## config.mk

```make
export PLATFORM = sky130hd
export DESIGN_NAME = sd_spi_command_transaction_core
export DESIGN_NICKNAME = d
export VERILOG_FILES = /design/src/rtl/sdc_pkg.sv /design/src/rtl/sdc_in_reg.sv /design/src/rtl/sdc_engine.sv /design/src/rtl/sdc_out_reg.sv /design/src/rtl/sd_spi_command_transaction_core.sv
export SDC_FILE = /design/constraint.sdc
export NUM_CORES = 1
export LEC_CHECK = 0
export BUFFER_PORTS_ARGS = -buffer_cell sky130_fd_sc_hd__buf_2
export CAP_MARGIN = 20
export CORE_MARGIN = 1.5
export CORE_UTILIZATION = 53
export DETAILED_ROUTE_END_ITERATION = 8
export PLACE_DENSITY = 0.74
export SYNTH_ARGS = -nofsm -noshare
export SYNTH_HDL_FRONTEND = slang
export SYNTH_SLANG_ARGS = --single-unit
```

## constraint.sdc

```tcl
create_clock -name clk -period 7.9 [get_ports clk]
set_input_delay 0.79 -clock clk [delete_from_list [all_inputs] [get_ports clk]]
set_output_delay 0.79 -clock clk [all_outputs]
set_load 0.005 [all_outputs]
```

## src/rtl/sdc_pkg.sv

```systemverilog
// ----------------------------------------------------------------------------
// sdc_pkg: shared types and helpers for the SD SPI command core
// Holds the transaction payload structs, frame constants and the CRC7 helper.
// ----------------------------------------------------------------------------
package sdc_pkg;

  localparam int unsigned POLL_LIMIT = 9;

  localparam logic [7:0] CMD_START_BITS = 8'h40;
  localparam logic [6:0] CRC7_POLY      = 7'h09;
  localparam logic [7:0] FILL_BYTE      = 8'hFF;
  localparam logic [7:0] RESP_BUSY_MASK = 8'h80;
  localparam logic [2:0] FRAME_LEN      = 3'd6;

  localparam logic MODE_START = 1'b0;
  localparam logic MODE_RX    = 1'b1;

  typedef struct packed {
    logic        mode;
    logic [5:0]  command_index;
    logic [31:0] argument;
    logic [2:0]  response_length;
    logic [7:0]  received_byte;
  } item_t;

  typedef struct packed {
    logic        finished;
    logic [7:0]  send_byte;
    logic [7:0]  r1_status;
    logic [31:0] response_word;
  } result_t;

  // CRC7 over the 40 header bits, MSB first; pure XOR network.
  function automatic logic [6:0] crc7_of40(input logic [39:0] head);
    logic [6:0] crc;
    logic       fb;
    crc = '0;
    for (int i = 39; i >= 0; i--) begin
      fb  = head[i] ^ crc[6];
      crc = {crc[5:0], 1'b0};
      if (fb) begin
        crc = crc ^ CRC7_POLY;
      end
    end
    return crc;
  endfunction

  // Pick frame byte idx, byte 0 being the most significant.
  function automatic logic [7:0] frame_sel(input logic [47:0] frame, input logic [2:0] idx);
    logic [7:0] b;
    case (idx)
      3'd0:    b = frame[47:40];
      3'd1:    b = frame[39:32];
      3'd2:    b = frame[31:24];
      3'd3:    b = frame[23:16];
      3'd4:    b = frame[15:8];
      3'd5:    b = frame[7:0];
      default: b = FILL_BYTE;
    endcase
    return b;
  endfunction

endpackage

```

## src/rtl/sdc_in_reg.sv

```systemverilog
// ----------------------------------------------------------------------------
// sdc_in_reg: input register
// Captures one accepted transaction and holds it until the engine takes it.
// ----------------------------------------------------------------------------
module sdc_in_reg (
  input  logic           clk,
  input  logic           rst_n,
  input  logic           in_valid,
  output logic           in_ready,
  input  sdc_pkg::item_t in_item,
  output logic           item_valid,
  output sdc_pkg::item_t item,
  input  logic           take
);
  import sdc_pkg::*;

  logic  valid_r;
  item_t item_r;

  assign in_ready   = !valid_r || take;
  assign item_valid = valid_r;
  assign item       = item_r;

  always_ff @(posedge clk) begin
    if (!rst_n) begin
      valid_r <= 1'b0;
    end else if (in_ready) begin
      valid_r <= in_valid;
    end
  end

  always_ff @(posedge clk) begin
    if (in_ready && in_valid) begin
      item_r <= in_item;
    end
  end

endmodule

```

## src/rtl/sdc_engine.sv

```systemverilog
// ----------------------------------------------------------------------------
// sdc_engine: command exchange sequencer
// Builds the frame, steps through send, poll and gather, one byte per step.
// ----------------------------------------------------------------------------
module sdc_engine (
  input  logic             clk,
  input  logic             rst_n,
  input  logic             item_valid,
  input  sdc_pkg::item_t   item,
  input  logic             out_free,
  output logic             take,
  output logic             res_load,
  output sdc_pkg::result_t res
);
  import sdc_pkg::*;

  typedef enum logic [1:0] {
    PH_IDLE,
    PH_SEND,
    PH_POLL,
    PH_GATHER
  } phase_t;

  phase_t      phase_r, phase_nxt;
  logic [47:0] frame_r, frame_nxt;
  logic [2:0]  byte_cnt_r, byte_cnt_nxt;
  logic [3:0]  poll_cnt_r, poll_cnt_nxt;
  logic [2:0]  remain_r, remain_nxt;
  logic [7:0]  status_r, status_nxt;
  logic [31:0] accum_r, accum_nxt;

  logic        produces;
  logic [39:0] head;
  logic [2:0]  byte_inc;
  logic [3:0]  poll_inc;
  logic [2:0]  remain_dec;
  logic [31:0] accum_shift;
  logic        poll_hit;

  assign head        = {2'b01, item.command_index, item.argument};
  assign byte_inc    = byte_cnt_r + 3'd1;
  assign poll_inc    = poll_cnt_r + 4'd1;
  assign remain_dec  = remain_r - 3'd1;
  assign accum_shift = {accum_r[23:0], item.received_byte};
  assign poll_hit    = ((item.received_byte & RESP_BUSY_MASK) == 8'h00) ||
                       (poll_inc >= 4'(POLL_LIMIT));

  // Start only counts when idle; a received byte only counts when busy.
  assign produces = (item.mode == MODE_START) ? (phase_r == PH_IDLE) : (phase_r != PH_IDLE);
  assign take     = item_valid && (!produces || out_free);
  assign res_load = take && produces;

  always_comb begin
    phase_nxt    = phase_r;
    frame_nxt    = frame_r;
    byte_cnt_nxt = byte_cnt_r;
    poll_cnt_nxt = poll_cnt_r;
    remain_nxt   = remain_r;
    status_nxt   = status_r;
    accum_nxt    = accum_r;
    res          = '{finished: 1'b0, send_byte: FILL_BYTE, r1_status: 8'h00,
                     response_word: 32'h0};
    if (item.mode == MODE_START) begin
      if (phase_r == PH_IDLE) begin
        frame_nxt    = {head, crc7_of40(head), 1'b1};
        byte_cnt_nxt = 3'd0;
        poll_cnt_nxt = 4'd0;
        remain_nxt   = (item.response_length == 3'd0) ? 3'd0 : item.response_length - 3'd1;
        status_nxt   = 8'h00;
        accum_nxt    = 32'h0;
        phase_nxt    = PH_SEND;
        res.send_byte = head[39:32];
      end
    end else begin
      unique case (phase_r)
        PH_IDLE: begin
        end
        PH_SEND: begin
          byte_cnt_nxt = byte_inc;
          if (byte_inc < FRAME_LEN) begin
            res.send_byte = frame_sel(frame_r, byte_inc);
          end else begin
            phase_nxt    = PH_POLL;
            poll_cnt_nxt = 4'd0;
          end
        end
        PH_POLL: begin
          poll_cnt_nxt = poll_inc;
          if (poll_hit) begin
            status_nxt = item.received_byte;
            accum_nxt  = 32'h0;
            if (remain_r == 3'd0) begin
              phase_nxt     = PH_IDLE;
              res.finished  = 1'b1;
              res.r1_status = item.received_byte;
            end else begin
              phase_nxt = PH_GATHER;
            end
          end
        end
        PH_GATHER: begin
          accum_nxt  = accum_shift;
          remain_nxt = remain_dec;
          if (remain_dec == 3'd0) begin
            phase_nxt         = PH_IDLE;
            res.finished      = 1'b1;
            res.r1_status     = status_r;
            res.response_word = accum_shift;
          end
        end
        default: begin
        end
      endcase
    end
  end

  always_ff @(posedge clk) begin
    if (!rst_n) begin
      phase_r    <= PH_IDLE;
      frame_r    <= '0;
      byte_cnt_r <= '0;
      poll_cnt_r <= '0;
      remain_r   <= '0;
      status_r   <= '0;
      accum_r    <= '0;
    end else if (res_load) begin
      phase_r    <= phase_nxt;
      frame_r    <= frame_nxt;
      byte_cnt_r <= byte_cnt_nxt;
      poll_cnt_r <= poll_cnt_nxt;
      remain_r   <= remain_nxt;
      status_r   <= status_nxt;
      accum_r    <= accum_nxt;
    end
  end

`ifndef SYNTHESIS
  a_finish_goes_idle: assert property (@(posedge clk) disable iff (!rst_n)
    res_load && res.finished |=> phase_r == PH_IDLE)
    else $error("engine not idle after finishing");

  a_send_count_range: assert property (@(posedge clk) disable iff (!rst_n)
    phase_r == PH_SEND |-> byte_cnt_r < FRAME_LEN)
    else $error("frame byte counter out of range in send phase");

  a_poll_bound: assert property (@(posedge clk) disable iff (!rst_n)
    phase_r == PH_POLL |-> poll_cnt_r < 4'(POLL_LIMIT))
    else $error("poll counter passed its limit");

  a_gather_pending: assert property (@(posedge clk) disable iff (!rst_n)
    phase_r == PH_GATHER |-> remain_r != 3'd0)
    else $error("gather phase with nothing left to collect");

  a_dropped_no_result: assert property (@(posedge clk) disable iff (!rst_n)
    take && !produces |=> $stable(phase_r))
    else $error("ignored transaction changed the phase");
`endif

endmodule

```

## src/rtl/sdc_out_reg.sv

```systemverilog
// ----------------------------------------------------------------------------
// sdc_out_reg: result register
// Holds one result transaction until the consumer takes it.
// ----------------------------------------------------------------------------
module sdc_out_reg (
  input  logic             clk,
  input  logic             rst_n,
  input  logic             load,
  input  sdc_pkg::result_t res,
  output logic             out_free,
  output logic             out_valid,
  input  logic             out_ready,
  output sdc_pkg::result_t out_res
);
  import sdc_pkg::*;

  logic    valid_r;
  result_t res_r;

  assign out_free  = !valid_r || out_ready;
  assign out_valid = valid_r;
  assign out_res   = res_r;

  always_ff @(posedge clk) begin
    if (!rst_n) begin
      valid_r <= 1'b0;
    end else if (out_free) begin
      valid_r <= load;
    end
  end

  always_ff @(posedge clk) begin
    if (load) begin
      res_r <= res;
    end
  end

endmodule

```

## src/rtl/sd_spi_command_transaction_core.sv

```systemverilog
// ----------------------------------------------------------------------------
// sd_spi_command_transaction_core: SD card SPI command exchange
// Sequences one command frame, response poll and response gather per command.
// ----------------------------------------------------------------------------
// Drive one transaction per SPI byte exchange. A start transaction (mode 0)
// loads the command index, argument and response length, and the result
// names the first frame byte to shift out. Each later transaction (mode 1)
// carries the byte received during the last exchange and returns the next
// byte to send: the rest of the six-byte frame (0x40|cmd, argument MSB
// first, CRC7 with end bit), then 0xFF fill while the R1 byte is polled
// (up to POLL_LIMIT polls), then while trailing response bytes are gathered.
// The final result has finished set, with R1 and the gathered word. A start
// while busy, or a received byte while idle, is dropped with no result.
// Throughput is one transaction per clock while the result register can
// take a new result; a result passes from the input register to the result
// register, those being the only stages. The CRC7 is a flat XOR network
// evaluated in the same single pass.
// ----------------------------------------------------------------------------
module sd_spi_command_transaction_core (
  input  logic        clk,
  input  logic        rst_n,
  input  logic        in_valid,
  output logic        in_ready,
  input  logic        in_mode,
  input  logic [5:0]  in_command_index,
  input  logic [31:0] in_argument,
  input  logic [2:0]  in_response_length,
  input  logic [7:0]  in_received_byte,
  output logic        out_valid,
  input  logic        out_ready,
  output logic        out_finished,
  output logic [7:0]  out_send_byte,
  output logic [7:0]  out_r1_status,
  output logic [31:0] out_response_word
);
  import sdc_pkg::*;

  item_t   in_item;
  item_t   item;
  logic    item_valid;
  logic    take;
  logic    res_load;
  logic    out_free;
  result_t res;
  result_t out_res;

  // Bundle the input ports into one transaction word.
  assign in_item = '{mode: in_mode, command_index: in_command_index, argument: in_argument,
                     response_length: in_response_length, received_byte: in_received_byte};

  // Hold the accepted transaction until the engine can retire it.
  sdc_in_reg u_in_reg (
    .clk        (clk),
    .rst_n      (rst_n),
    .in_valid   (in_valid),
    .in_ready   (in_ready),
    .in_item    (in_item),
    .item_valid (item_valid),
    .item       (item),
    .take       (take)
  );

  // Advance the exchange state and form the result in a single pass.
  sdc_engine u_engine (
    .clk        (clk),
    .rst_n      (rst_n),
    .item_valid (item_valid),
    .item       (item),
    .out_free   (out_free),
    .take       (take),
    .res_load   (res_load),
    .res        (res)
  );

  // Park the result until the consumer takes it; while it waits, a transaction that would produce a result is held.
  sdc_out_reg u_out_reg (
    .clk       (clk),
    .rst_n     (rst_n),
    .load      (res_load),
    .res       (res),
    .out_free  (out_free),
    .out_valid (out_valid),
    .out_ready (out_ready),
    .out_res   (out_res)
  );

  assign out_finished      = out_res.finished;
  assign out_send_byte     = out_res.send_byte;
  assign out_r1_status     = out_res.r1_status;
  assign out_response_word = out_res.response_word;

endmodule
```

==> run_results.csv, run 1 <==
group,metric,value,unit
status,status,"finished clean",
critical_path,cp.required,8.26,ns
clocking,postCtsSetupRepairBufs,0,
clocking,clock_sinks,191,
cells_and_area,num-nets-final,865,
yosys,syn_area,0.00829,mm²
die,ioPinCount,105,
cells_and_area,post-route-util,0.627,
drt,vias,5576,
critical_path,crit_path_start,"u_in_reg.item[49]",
clocking,htree_levels,4,
power,p_int,1.78,mW
timing,fmax,0.308,GHz
cells_and_area,final_common_cell,"buf_2",
clocking,path_clk_slew,0.07,ns
timing,hold_viol,0,
cells_and_area,num_antenna_cells,0,
drt,wl,17300,µm
timing,clock_skew,0.00495,ns
die,initial_utilization,0.543,
placement,hpwl,11800,µm
drt,avgRoutedWirePerCell,16.9,µm
yosys,yosys.area.top_type,"edfxtp_1",
global_routing,grt_max_degree,93,
clocking,clk_path_buf_depth,2,
timing,period_needed,3.25,ns
yosys,syn_inst,702,
power,seq_power_share,0.465,
placement,placed_area,0.00902,mm²
power,power_switching,0.601,mW
timing,fin_crit_sh,0.411,
die,die_h,128,µm
critical_path,start_kind,"flop",
clocking,post_cts_resize_count,0,
power,ir_worst_vdd,0.000265,V
timing,fin_ws,4.65,ns
yosys,avgSynthCellArea,11.8,µm²
drt,drc,0,
timing,finalSetupViolations,0,
global_routing,grt_pass1_vias,5274,
worst_hold_path,min_path_type,"flop to flop",
cells_and_area,area_growth,15.4,%
placement,placement.io_buffers,104,
drt,dr.pass1.iters,6,
clocking,clk_latency,0.42,ns
die,core,0.0153,mm²
global_routing,grt_overflow_total,0,
yosys,yosysSeqAreaShare,0.581,
die,fp.dieArea,0.0164,mm²
timing,tns,0,ns
yosys,synth_top_area_share,0.359,
critical_path,r2r_start,"u_in_reg.item[49]",
flow_run,cap_violations,0,
timing,worst_pin_slew,0.854,ns
yosys,synthTopCellsByArea,"edfxtp_1 (36%), dfxtp_1 (22%), nand2_1 (4.3%)",
power,leakagePower,3.50,nW
global_routing,antenna_found_initial,0,
power,switching_share,0.253,
critical_path,cp.arrival,3.61,ns
placement,post-place-ws,4.69,ns
die,die_x,128,µm
drt,viasPerCell,5.47,
placement,dpl.cell_count,988,
worst_hold_path,min_from,"u_engine.frame_r[24]",
clocking,hold_buffers,0,
placement,place_congestion,0.877,
cells_and_area,layoutNonFillerInstCount,1020,
critical_path,cp_max_fo,12,
timing,rsz0062_at_grt,"no",
clocking,root_buffer,"clkbuf_16",
critical_path,crit_path_end_kind,"flop",
drt,drtIter0Drc,568,
power,clkPwrFrac,0.336,
critical_path,criticalPathCategory,"flop to flop",
yosys,synthFlopType,"edfxtp_1",
power,power_density,249,mW/mm²
die,rows,45,
timing,slew_headroom,0.427,
power,p_comb_frac,0.199,
yosys,synth_cell_type_count,44,
cells_and_area,drive_gt1_frac,0.194,
global_routing,grt_use_total,0.221,
yosys,synth_fp_nets,771,
timing,drv_slew,0,
yosys,synth_edf_count,99,
cells_and_area,final_area,0.00956,mm²
clocking,numCtsBuffers,17,
yosys,ys_warn_count,0,
clocking,cts_tree,"built",
drt,ant_nets,0,
yosys,async_flop_share,0,
global_routing,grt_pass1_wl,27500,µm
cells_and_area,layout_common_cells,"buf_2 (104), edfxtp_1 (99), nand2_1 (95)",
yosys,synth_seq_cells,191,
flip-flops by register name (all words and copies together), names as in the netlist, 2 cells and up:
name / flops
u_in_reg.item: 50
u_out_reg.out_res: 49
u_engine.frame_r: 46
u_engine.accum_r: 24
u_engine.status_r: 8
u_engine.poll_cnt_r: 4
u_engine.byte_cnt_r: 3
u_engine.remain_r: 3
u_engine.phase_r: 2
layer usage:
layer,track usage,routed length (µm)
met1,0.300,7740
met2,0.357,8200
met3,0.0392,944
met4,0.0813,373
met5,0,0
power by group through the flow:
stage / clock network [mW] / registers, mW / logic [mW]
floorplan: 0 / 1.12 / 0.382
global placement: 0 / 1.13 / 0.454
detailed placement: 0 / 1.13 / 0.469
CTS: 0.813 / 1.11 / 0.474
global route: 0.853 / 1.11 / 0.508
finish: 0.801 / 1.11 / 0.473
through the flow:
stage                     hold WS (ns)  power, mW
after floorplan                  0.443       1.50
after global placement           0.452       1.58
after detailed placement         0.460       1.60
after CTS                        0.471       2.39
after global routing             0.486       2.47
final                            0.471       2.38
logic make-up (layout without fill, tap and decap cells):
kind of cell	Yosys count	count (layout)	synth area share
and+or+nand+nor	232	232	0.137
DFF	191	191	0.581
AOI/OAI and AO/OA	151	151	0.131
xor gates and xnor gates	61	61	0.105
buffers and inverters	52	159	0.0237
adders and majority gates	15	15	0.0226
critical path, stage by stage (launching register included):
cell      delay, ns
edfxtp_1       0.61
inv_2          0.20
ha_1           0.43
nand2_1        0.14
or3_1          0.47
or2_2          0.38
nor3_1         0.65
a22oi_1        0.14
nor2b_1        0.16
area by class of cell:
type | instances | area (µm²)
Clock inverter | 13 | 113
Multi-Input combinational cell | 459 | 3300
Sequential cell | 191 | 4810
Inverter | 15 | 56.3
Fill cell | 1205 | 5700
Clock buffer | 19 | 433
Tap cell | 211 | 264
Timing Repair Buffer | 112 | 581
Yosys cell counts (all sizes together) (15+ instances only):
| master | n |
|---|---|
| edfxtp | 99 |
| nand2 | 95 |
| dfxtp | 92 |
| a21boi | 43 |
| nor2b | 43 |
| a22oi | 41 |
| and2 | 38 |
| xnor2 | 35 |
| clkbuf | 34 |
| nor2 | 25 |
| xnor3 | 19 |
| a21oi | 17 |
| o21ai | 16 |
| a222oi | 15 |
| ha | 15 |
| inv | 15 |
path summary, 6_finish.rpt:
kind                           to  slack [ns]  cells after the start
max          u_engine.status_r[5]        4.65                      8
min          u_engine.frame_r[24]        0.47                      2
max reg2reg  u_engine.status_r[5]        4.65                      8
min reg2reg  u_engine.frame_r[24]        0.47                      2
Note: power is estimated with default switching activity, not from simulation.
==> run 2: changes to the inputs <==
==> constraint.sdc (replaced) <==
create_clock -name clk -period 3.2 [get_ports clk]
set_input_delay 0.32 -clock clk [delete_from_list [all_inputs] [get_ports clk]]
set_output_delay 0.32 -clock clk [all_outputs]
set_load 0.005 [all_outputs]
==> run 2 against run 1 <==
Net effect:
- via count increased by 1.0%
- total power rose to 2.5 times the previous value
- design area grew 0.90%
- flip-flop and latch count did not move
- combinational power grew 150%
- count of clock-buffer cells in the layout increased by 5
- critical endpoint unchanged
- largest cell class unchanged
- largest power group unchanged
==> run_results.csv, run 2 (synthesis gave the netlist of run 1 again) <==
group,metric,value,unit
placement,hpwl,12300,µm
timing,rsz0062_at_grt,"no",
drt,wl_met2,8610,µm
cells_and_area,num_antenna_cells,0,
cells_and_area,layout_common_cells,"buf_2 (104), edfxtp_1 (99), nand2_1 (95)",
clocking,postCtsSetupRepairBufs,0,
cells_and_area,multiInputGateArea,0.00330,mm²
drt,drtIter0Drc,760,
cells_and_area,final_area,0.00965,mm²
clocking,clock_sinks,191,
critical_path,cp.depth,10,
die,initial_utilization,0.543,
timing,whs,0.0610,ns
drt,highest_layer,"met4",
worst_hold_path,min_path_type,"primary input to flop",
critical_path,crit_path_end_kind,"flop",
timing,slew_headroom,0.408,
clocking,cts_tree,"built",
flow_run,cap_violations,0,
status,status,"finished clean",
drt,dr.pass1.iters,8,
global_routing,grt_pass1_wl,27600,µm
timing,drv_slew,0,
global_routing,grt_overflow_total,0,
critical_path,cpPeakStageDelay,0.63,ns
placement,post-place-ws,0.448,ns
cells_and_area,drive_gt1_frac,0.198,
clocking,numCtsBuffers,17,
critical_path,criticalPathCategory,"flop to flop",
power,seq_power_share,0.453,
cells_and_area,area_growth,16.4,%
timing,fin_crit_sh,0.862,
drt,avgRoutedWirePerCell,17.3,µm
placement,placed_area,0.00905,mm²
clocking,post_cts_resize_count,0,
die,fp.dieArea,0.0164,mm²
cells_and_area,num-nets-final,868,
clocking,root_buffer,"clkbuf_16",
power,power.total,6.02,mW
placement,dpl.cell_count,991,
drt,wl_met3,1030,µm
global_routing,antenna_found_initial,0,
critical_path,worst-path-buf-inv,2,
power,power_density,624,mW/mm²
timing,fmax,0.362,GHz
global_routing,grt_max_degree,50,
drt,wl_met1,7610,µm
clocking,htree_levels,4,
timing,worst_pin_slew,0.882,ns
die,die_h,128,µm
critical_path,cp_max_fo,15,
die,die_x,128,µm
placement,place_congestion,0.882,
global_routing,grt_pass1_vias,5414,
drt,vias,5633,
critical_path,crit_chain,"inv_1 -> nand2_1 -> ha_1 -> nand2_1 -> or3_1 -> or2_2 -> nor3_1 -> buf_4 -> a22oi_1 -> nor2b_1",
drt,drc,0,
die,ioPinCount,105,
die,rows,45,
clocking,hold_buffers,0,
cells_and_area,final_common_cell,"buf_2",
cells_and_area,fill_cells,1181,
power,leakagePower,3.55,nW
cells_and_area,post-route-util,0.632,
power,switching_share,0.242,
cells_and_area,regArea,0.00481,mm²
timing,clock_skew,0.00632,ns
drt,viasPerCell,5.51,
critical_path,cp.arrival,3.12,ns
cells_and_area,layoutNonFillerInstCount,1023,
clocking,clk_path_buf_depth,2,
worst_hold_path,holdPathStages,1,
placement,placement.io_buffers,104,
drt,wl,17700,µm
timing,fin_ws,0.441,ns
drt,ant_nets,0,
power,p_comb_frac,0.193,
timing,hold_viol,0,
clocking,path_clk_slew,0.07,ns
critical_path,start_kind,"flop",
timing,tns,0,ns
clocking,clk_latency,0.43,ns
power,clkPwrFrac,0.354,
global_routing,grt_use_total,0.222,
die,core,0.0153,mm²
critical_path,slowest_stage,"dfxtp_1",
timing,period_needed,2.76,ns
critical_path,crit_family,"simple AND/OR/NAND/NOR gates",
critical_path,cp.required,3.56,ns
power,power_switching,1.46,mW
critical_path,path_common_cell,"nand2_1",
critical_path,r2r_cells,10,
power,p_int,4.57,mW
timing,finalSetupViolations,0,
power,ir_worst_vdd,0.000463,V
cells_and_area,largest_register_ff_count,50,
-- run 2: changes by cell type in the layout (fill, tap and decap cells not counted) --
cell	previous run	this run
buf_12	0	1
buf_4	8	10
bufinv_16	1	2
clkbuf_1	2	4
clkbuf_16	17	18
clkbuf_8	0	2
clkinv_1	3	0
clkinvlp_4	2	1
inv_6	3	2
inv_8	1	0
-- run 2: final cells by class --
cell class	count	area share
Sequential cell	191	0.499
Clock inverter	8	0.0108
Clock buffer	24	0.0511
Multi-Input combinational cell	459	0.342
Inverter	15	0.00584
Tap cell	211	0.0274
Timing Repair Buffer	115	0.0638
-- run 2: power groups by stage --
stage / clock [mW] / sequential (mW) / combinational (mW)
2_1_floorplan: 0 / 2.76 / 0.944
3_3_place_gp: 0 / 2.78 / 1.12
3_5_place_dp: 0 / 2.78 / 1.17
4_1_cts: 2.15 / 2.73 / 1.17
5_1_grt: 2.25 / 2.74 / 1.25
6_report: 2.13 / 2.73 / 1.16
-- run 2: worst paths after layout --
check                        startpoint                    to  slack [ns]
setup / recovery    u_engine.phase_r[0]  u_engine.status_r[5]        0.44
hold / removal    in_response_length[0]      u_in_reg.item[8]        0.06
setup reg to reg    u_engine.phase_r[0]  u_engine.status_r[5]        0.44
hold reg to reg    u_engine.remain_r[1]  u_engine.remain_r[1]        0.46
-- run 2: per-layer routing --
| metal | vias up | track usage |
|---|---|---|
| li1 | 2678 | - |
| met1 | 2694 | 0.285 |
| met2 | 228 | 0.369 |
| met3 | 33 | 0.0484 |
| met4 | 0 | 0.0833 |
| met5 | - | 0 |
==> run 3: changes to the inputs <==
--- a/config.mk
+++ b/config.mk
@@ -9,6 +9,7 @@
 export CAP_MARGIN = 20
 export CORE_MARGIN = 1.5
 export CORE_UTILIZATION = 53
+export CTS_BUF_LIST = sky130_fd_sc_hd__clkbuf_16
 export DETAILED_ROUTE_END_ITERATION = 8
 export PLACE_DENSITY = 0.74
 export SYNTH_ARGS = -nofsm -noshare
==> constraint.sdc (replaced) <==
create_clock -name clk -period 3.2 [get_ports clk]
set_input_delay 0.48 -clock clk [delete_from_list [all_inputs] [get_ports clk]]
set_output_delay 0.48 -clock clk [all_outputs]
set_load 0.005 [all_outputs]
==> run 3 against run 2 <==
Net effect:
- clock skew about the same
- setup slack worse by 0.0035 ns
- clock power down 3%
- flip-flop and latch count unchanged
- sequential power about the same
- global-route usage about the same
- via count unchanged
- critical path type unchanged
- critical endpoint unchanged
==> run_results.csv, run 3 (synthesis gave the netlist of run 1 again) <==
group,metric,value,unit
critical_path,reg2reg_to,"u_engine.status_r[5]",
drt,avgRoutedWirePerCell,17.3,µm
power,p_int,4.51,mW
worst_hold_path,min_path_type,"primary input to flop",
placement,placement.io_buffers,104,
power,power_density,619,mW/mm²
drt,drtIter0Drc,788,
drt,drc,0,
clocking,hold_buffers,0,
timing,hold_viol,0,
drt,wl,17700,µm
critical_path,criticalPathCategory,"flop to flop",
global_routing,grt_use_total,0.221,
drt,dr.pass1.iters,6,
placement,placed_area,0.00905,mm²
drt,viasPerCell,5.51,
timing,worst_pin_slew,0.916,ns
die,core,0.0153,mm²
die,die_x,128,µm
critical_path,crit_path_end_kind,"flop",
cells_and_area,largest_register_ff_count,50,
clocking,clk_latency,0.43,ns
worst_hold_path,holdPathStages,1,
clocking,postCtsSetupRepairBufs,0,
die,die_h,128,µm
cells_and_area,num-nets-final,868,
critical_path,cp_max_fo,15,
timing,fin_crit_sh,0.863,
timing,finalSetupViolations,0,
global_routing,grt_pass1_vias,5416,
timing,whs,0.220,ns
clocking,clk_path_buf_depth,2,
timing,slew_headroom,0.385,
timing,rsz0062_at_grt,"no",
global_routing,grt_overflow_total,0,
power,power_switching,1.45,mW
global_routing,antenna_found_initial,0,
timing,clock_skew,0.00595,ns
drt,vias,5633,
die,ioPinCount,105,
timing,period_needed,2.76,ns
critical_path,r2r_cells,10,
cells_and_area,drive_gt1_frac,0.196,
clocking,numCtsBuffers,17,
power,p_comb_frac,0.195,
worst_hold_path,hold_end,"u_in_reg.item[8]",
cells_and_area,layoutNonFillerInstCount,1023,
flow_run,cap_violations,0,
global_routing,grt_max_degree,50,
clocking,post_cts_resize_count,0,
critical_path,cp.arrival,3.13,ns
timing,drv_slew,0,
die,initial_utilization,0.543,
power,seq_power_share,0.458,
clocking,clock_sinks,191,
clocking,root_buffer,"clkbuf_16",
power,ir_worst_vdd,0.000463,V
placement,place_congestion,0.882,
power,leakagePower,3.55,nW
cells_and_area,area_growth,16.2,%
worst_hold_path,min_from,"in_response_length[0]",
global_routing,grt_pass1_wl,27500,µm
power,switching_share,0.244,
critical_path,r2r_setup_slack,0.44,ns
status,status,"finished clean",
cells_and_area,final_area,0.00963,mm²
clocking,htree_levels,4,
die,fp.dieArea,0.0164,mm²
critical_path,start_kind,"flop",
clocking,path_clk_slew,0.07,ns
die,rows,45,
critical_path,r2r_start,"u_engine.phase_r[0]",
critical_path,crit_path_start,"u_engine.phase_r[0]",
cells_and_area,num_antenna_cells,0,
clocking,cts_tree,"built",
placement,dpl.cell_count,991,
placement,hpwl,12300,µm
timing,fmax,0.362,GHz
critical_path,cp.required,3.56,ns
cells_and_area,final_common_cell,"buf_2",
power,power.total,5.96,mW
power,clkPwrFrac,0.347,
drt,ant_nets,0,
timing,tns,0,ns
cells_and_area,layout_common_cells,"buf_2 (104), edfxtp_1 (99), nand2_1 (95)",
## run 3: power by group through the flow
stage	Sequential [mW]	Clock (mW)	Combinational (mW)
2_1_floorplan	2.76	0	0.944
3_3_place_gp	2.78	0	1.12
3_5_place_dp	2.78	0	1.17
4_1_cts	2.73	2.09	1.17
5_1_grt	2.74	2.19	1.25
6_report	2.73	2.07	1.16
## run 3: critical path: stages, from the launching register on
cell and delay (ns):
dfxtp_1 0.63, inv_1 0.12, nand2_1 0.11, ha_1 0.23, nand2_1 0.13, or3_1 0.47
or2_2 0.38, nor3_1 0.22, buf_4 0.20, a22oi_1 0.09, nor2b_1 0.12
## run 3: layout make-up
| cell class | count | area [µm²] |
|---|---|---|
| Tap cell | 211 | 264 |
| Timing Repair Buffer | 115 | 616 |
| Sequential cell | 191 | 4810 |
| Clock buffer | 18 | 450 |
| Inverter | 15 | 56.3 |
| Fill cell | 1183 | 5630 |
| Clock inverter | 14 | 126 |
| Multi-Input combinational cell | 459 | 3300 |
## run 3: metal layers
metal	share of wire	track usage
met5	0	0
met4	0.021	0.0833
met3	0.055	0.0484
met2	0.49	0.368
met1	0.43	0.286
## run 3: how the worst max path moves through the flow
stage                           end  slack (ns)  depth (start not counted)
5_1_grt        u_engine.status_r[5]        0.17                         10
4_1_cts         u_engine.frame_r[4]        0.43                          7
3_3_place_gp    u_engine.frame_r[4]        0.53                          7
6_report       u_engine.status_r[5]        0.44                         10
3_5_place_dp    u_engine.frame_r[4]        0.45                          7
2_1_floorplan   u_engine.frame_r[2]        0.12                         12
## run 3: metrics by stage
step	utilization	setup WS, ns
floorplan	-	0.123
global placement	0.593	0.530
detailed placement	0.593	0.448
CTS	0.631	0.434
global route	0.631	0.174
finish	0.631	0.438
